`src/rtl/rtod_pkg.sv`:
```
// rtod_pkg: shared types and constants for the regional trait ode derivative unit
// request and result payload structs, default parameter values, datapath widths
// no dependencies
package rtod_pkg;

  localparam int NUM_REGIONS_DEF = 5;
  localparam int RATE_WORDS_DEF  = 115;
  localparam int FRAC_BITS_DEF   = 32;

  localparam int VAL_W = 48;
  localparam int SUM_W = 53;
  localparam int TMP_W = 49;
  localparam int MOP_W = 54;
  localparam int DIG_W = MOP_W / 2;

  localparam logic [1:0] KIND_RATE = 2'd0;
  localparam logic [1:0] KIND_VAR  = 2'd1;
  localparam logic [1:0] KIND_EVAL = 2'd2;

  typedef struct packed {
    logic [1:0]              kind;
    logic [6:0]              slot;
    logic signed [VAL_W-1:0] value;
  } in_t;

  typedef struct packed {
    logic [4:0]              deriv_index;
    logic signed [VAL_W-1:0] deriv_value;
    logic                    saturated;
    logic                    last;
  } out_t;

endpackage

```
`src/rtl/rtod_mul.sv`:
```
// rtod_mul: iterative signed fixed-point multiplier, rounded and saturated to 48 bits
// four partial products of DIG_W x DIG_W bits, one per cycle, then a rounding step
// depends on rtod_pkg
module rtod_mul #(
  parameter int FRAC_BITS = rtod_pkg::FRAC_BITS_DEF
) (
  input  logic                                 clk_i,
  input  logic                                 rst_ni,
  input  logic                                 start_i,
  input  logic signed [rtod_pkg::MOP_W-1:0]    a_i,
  input  logic signed [rtod_pkg::MOP_W-1:0]    b_i,
  output logic                                 done_o,
  output logic signed [rtod_pkg::VAL_W-1:0]    p_o,
  output logic                                 clip_o
);
  import rtod_pkg::*;

  localparam int PW = 2 * MOP_W;

  logic [MOP_W-1:0]   ma_q, mb_q;
  logic               neg_q;
  logic [PW-1:0]      pacc_q;
  logic [2:0]         cnt_q;
  logic               busy_q, done_q, clip_q;
  logic signed [VAL_W-1:0] p_q;

  logic [DIG_W-1:0]   da, db;
  logic [2*DIG_W-1:0] pp;
  logic [PW-1:0]      pp_ext, pp_sh;
  logic [PW:0]        rnd, sh, lim;
  logic               ovf;
  logic [VAL_W-1:0]   mag;

  assign da = cnt_q[1] ? ma_q[MOP_W-1:DIG_W] : ma_q[DIG_W-1:0];
  assign db = cnt_q[0] ? mb_q[MOP_W-1:DIG_W] : mb_q[DIG_W-1:0];
  assign pp = {{DIG_W{1'b0}}, da} * {{DIG_W{1'b0}}, db};
  assign pp_ext = {{(PW-2*DIG_W){1'b0}}, pp};

  always_comb begin
    unique case (cnt_q[1:0])
      2'd0:    pp_sh = pp_ext;
      2'd3:    pp_sh = pp_ext << (2 * DIG_W);
      default: pp_sh = pp_ext << DIG_W;
    endcase
  end

  assign rnd = {1'b0, pacc_q} + ((PW+1)'(1) << (FRAC_BITS - 1));
  assign sh  = rnd >> FRAC_BITS;
  assign lim = neg_q ? ((PW+1)'(1) << (VAL_W - 1)) : (((PW+1)'(1) << (VAL_W - 1)) - 1'b1);
  assign ovf = sh > lim;
  assign mag = ovf ? lim[VAL_W-1:0] : sh[VAL_W-1:0];

  always_ff @(posedge clk_i or negedge rst_ni) begin
    if (!rst_ni) begin
      ma_q   <= '0;
      mb_q   <= '0;
      neg_q  <= 1'b0;
      pacc_q <= '0;
      cnt_q  <= '0;
      busy_q <= 1'b0;
      done_q <= 1'b0;
      clip_q <= 1'b0;
      p_q    <= '0;
    end else begin
      done_q <= !start_i && busy_q && (cnt_q == 3'd4);
      if (start_i) begin
        ma_q   <= a_i[MOP_W-1] ? MOP_W'(-a_i) : MOP_W'(a_i);
        mb_q   <= b_i[MOP_W-1] ? MOP_W'(-b_i) : MOP_W'(b_i);
        neg_q  <= a_i[MOP_W-1] ^ b_i[MOP_W-1];
        pacc_q <= '0;
        cnt_q  <= '0;
        busy_q <= 1'b1;
      end else if (busy_q) begin
        if (cnt_q != 3'd4) begin
          pacc_q <= pacc_q + pp_sh;
          cnt_q  <= cnt_q + 3'd1;
        end else begin
          p_q    <= neg_q ? -$signed(mag) : $signed(mag);
          clip_q <= ovf;
          busy_q <= 1'b0;
        end
      end
    end
  end

  assign done_o = done_q;
  assign p_o    = p_q;
  assign clip_o = clip_q;

endmodule

```
`config.mk`:
```
export PLATFORM = sky130hd
export DESIGN_NAME = rtod_mul
export DESIGN_NICKNAME = d
export VERILOG_FILES = /design/src/rtl/rtod_pkg.sv /design/src/rtl/rtod_mul.sv
export SDC_FILE = /design/constraint.sdc
export NUM_CORES = 2
export LEC_CHECK = 0
export ABC_AREA = 1
export BUFFER_PORTS_ARGS = -buffer_cell sky130_fd_sc_hd__buf_2
export CORE_MARGIN = 2
export CORE_UTILIZATION = 43
export DETAILED_ROUTE_END_ITERATION = 8
export SLEW_MARGIN = 10
export SYNTH_ARGS = -nofsm -noshare
export SYNTH_HDL_FRONTEND = slang
export SYNTH_SLANG_ARGS = --single-unit
```
`constraint.sdc`:
```
create_clock -name clk_i -period 9.86 [get_ports clk_i]
set_input_delay 0.493 -clock clk_i [delete_from_list [all_inputs] [get_ports clk_i]]
set_output_delay 0.493 -clock clk_i [all_outputs]
set_load 0.03 [all_outputs]
```
==> results_dict.tcl <==
set metrics [dict create \
    numCtsBuffers 38 \
    skew_ns 0.0630 \
    area_delta_synth_final_pct 33.0 \
    holdWs_ns 0.221 \
    synth-seq-area-share 0.134 \
    clock_latency_ns 0.63 \
    finalNonFillerCells 9975 \
    first_global_vias 52700 \
    worst_slack_ns -0.118 \
    seq_area_sq_um 6790 \
    wl_per_cell_um 22.0 \
    synth-edff-count 0 \
    clock-sinks 271 \
    clockBufferDepth 3 \
    synthFlopType "dfrtp_1" \
    slew_violations 0 \
    die-width_um 346 \
    start_util 0.434 \
    io_pins 161 \
    syn_avg_cell_area_sq_um 6.95 \
    path_max_fanout 6 \
    violations "negative setup slack" \
    clk_pin_slew_ns 0.06 \
    fmax_mhz 100 \
    cp_slowest_stage_delay_ns 0.56 \
    worst_setup_path_start_kind "flip-flop" \
    die_h_um 346 \
    via_count 53600 \
    drv_cap 0 \
    multiInputGateArea_sq_um 41000 \
    status "finished with violations" \
    setup_viol 4 \
    timing.final.hold_violations 0 \
    n_fill_cell 11300 \
    viasPerCell 5.37 \
    timing.slew.headroom 0.285 \
    async_reset_ff_frac 1.00 \
    fp-row-count 125 \
    dr.pass1.iters 6 \
    period_needed_ns 9.98 \
    gp_congestion 1.03 \
    critPathRequiredTime_ns 10.40 \
    place_hpwl_um 183000 \
    crit_type "reg2reg" \
    tightest_slew_ns 1.07 \
    port_buffers 160 \
    syn-num-nets 8349 \
    synth_cell_types 60 \
    overflow 0 \
    netlist_area_sq_um 50400 \
    netlist_instances 7253 \
    end_kind "flip-flop" \
    grt_pass1_wl_um 322000 \
    slowest_stage "fa_1" \
    arrival_ns 10.52 \
    ys.warnings.count 0 \
    coreArea_sq_um 116000 \
    fin_nets 9519 \
    drc 0 \
    crit_family "adder cells" \
    ys_seq_elements 271 \
    final_util 0.577 \
    cts_root_buf "clkbuf_16" \
    drtAntennaViolNets 0 \
    cts_tree "done" \
    drive_gt1_frac 0.258 \
    htree_num_levels 2 \
    tns_ns -0.215 \
    hp-class "in2reg" \
    wirelength_um 220000 \
    grt_util_all_layers 0.355 \
    dp_cells 9796 \
    grt_max_degree 132 \
    crit_buf_inv 22 \
    first_iter_violations 4775 \
    crit_top_cell "inv_2" \
    rsz0062_at_grt "true" \
    antenna_found_initial 7 \
    post-route-period-util 1.01 \
    die_area_sq_um 120000 \
]
[sequential cells by signal, indices dropped and copies added, names as in the netlist]
| signal | flops |
|---|---|
| busy_q | 1 |
| clip_o | 1 |
| cnt_q | 3 |
| done_o | 1 |
| ma_q | 54 |
| mb_q | 54 |
| neg_q | 1 |
| p_o | 48 |
| pacc_q | 108 |
[stage by stage]
stage	cell area (sq um)	setup WS, ns
2_1_floorplan	50400	0.394
3_3_place_gp	60800	-1.29
3_5_place_dp	60800	-1.20
4_1_cts	63900	-0.0911
5_1_grt	67100	-0.404
6_report	67100	-0.118
[path summary, 6_finish.rpt]
| check | startpoint | end | slack, ns | cells past startpoint |
|---|---|---|---|---|
| max | cnt_q[0]$_DFFE_PN0P_ | pacc_q[86]$_DFFE_PN0P_ | -0.12 | 56 |
| min | a_i[51] | ma_q[51]$_DFFE_PN0P_ | 0.22 | 4 |
| max reg2reg | cnt_q[0]$_DFFE_PN0P_ | pacc_q[86]$_DFFE_PN0P_ | -0.12 | 56 |
| min reg2reg | p_o[44]$_DFFE_PN0P_ | p_o[44]$_DFFE_PN0P_ | 0.47 | 2 |
| max in group asynchronous | rst_ni | p_o[0]$_DFFE_PN0P_ | 7.54 | 4 |
| min in group asynchronous | rst_ni | pacc_q[22]$_DFFE_PN0P_ | 0.40 | 2 |
[cells in the final DEF (no fill, tap or decap), types with 46 or more instances in the layout]
| cell | count |
|---|---|
| nand2_1 | 1543 |
| inv_1 | 1276 |
| buf_4 | 1024 |
| nor2_1 | 870 |
| fa_1 | 600 |
| o21ai_0 | 295 |
| ha_1 | 291 |
| a21oi_1 | 282 |
| dfrtp_1 | 270 |
| nand3_1 | 188 |
| buf_2 | 159 |
| xor2_1 | 153 |
| inv_2 | 91 |
| buf_6 | 86 |
| o21ai_1 | 82 |
| a21oi_2 | 80 |
| nor2_2 | 76 |
| nand2_2 | 76 |
| a31oi_1 | 72 |
| ha_4 | 60 |
| xnor2_1 | 54 |
| o21ai_2 | 52 |
| nor2_4 | 52 |
| buf_12 | 50 |
| or2_2 | 48 |
| nand4_1 | 46 |
[cell families after synthesis]
kind of cell,after synthesis,synth area share
buffers and inverters,1604,0.121
xor gates and xnor gates,221,0.0384
DFF,271,0.134
and+or+nand+nor,3051,0.246
AOI/OAI and AO/OA,1121,0.123
adders and majority gates,985,0.337
[cell type report]
cell class / instances / area share
Multi-Input combinational cell: 5378 / 0.611
Clock inverter: 15 / 0.00291
Tap cell: 1524 / 0.0284
Antenna cell: 2 / 0.0000746
Timing Repair Buffer: 1336 / 0.161
Sequential cell: 271 / 0.101
Inverter: 1398 / 0.0792
Clock buffer: 51 / 0.0161
[cell usage after synthesis (7+ instances only)]
cell type	instances	area share
a21boi_0	11	0.0016
a21o_1	15	0.0022
a21oi_1	385	0.038
a31oi_1	81	0.010
clkbuf_1	190	0.014
clkinv_1	26	0.0019
dfrtp_1	271	0.13
fa_1	625	0.25
ha_1	360	0.089
inv_1	1361	0.10
inv_2	11	0.00082
nand2_1	1626	0.12
nand2_2	13	0.0016
nand3_1	199	0.020
nand3_2	8	0.0016
nand3b_1	14	0.0021
nand4_1	46	0.0057
nor2_1	974	0.072
nor2_2	17	0.0021
nor2_4	7	0.0016
nor3_1	44	0.0044
nor4_1	22	0.0027
o211ai_1	26	0.0039
o21a_1	30	0.0045
o21ai_0	404	0.040
o21ai_1	44	0.0044
o21bai_1	10	0.0015
o22ai_1	55	0.0068
o31ai_1	30	0.0045
or2_2	62	0.0077
xnor2_1	62	0.011
xor2_1	159	0.028
[timing repair]
item / 4_1_cts / 5_1_grt
pin swaps: 109 / 225
hold endpoints to repair: 43 / 0
cloned: 1 / 7
setup endpoints to repair: 72 / 66
hold buffers: 1 / 0
setup buffers: 38 / 72
gates resized for setup: 388 / 660
[worst min-delay path: cells and delay by family]
kind	cells	cell delay, ns
buffers and inverters	1	0.11
AND/OR/NAND/NOR	3	0.16
[routing by layer]
metal	global-route usage	up-vias	part of all wire
met5	0	-	0.00026
li1	-	24900	-
met4	0.110	8	0.038
met2	0.554	2164	0.44
met3	0.0845	424	0.099
met1	0.487	26100	0.42
Power is not shown: default switching activity piles up to over one toggle a cycle in this logic, so the estimate is an artifact.
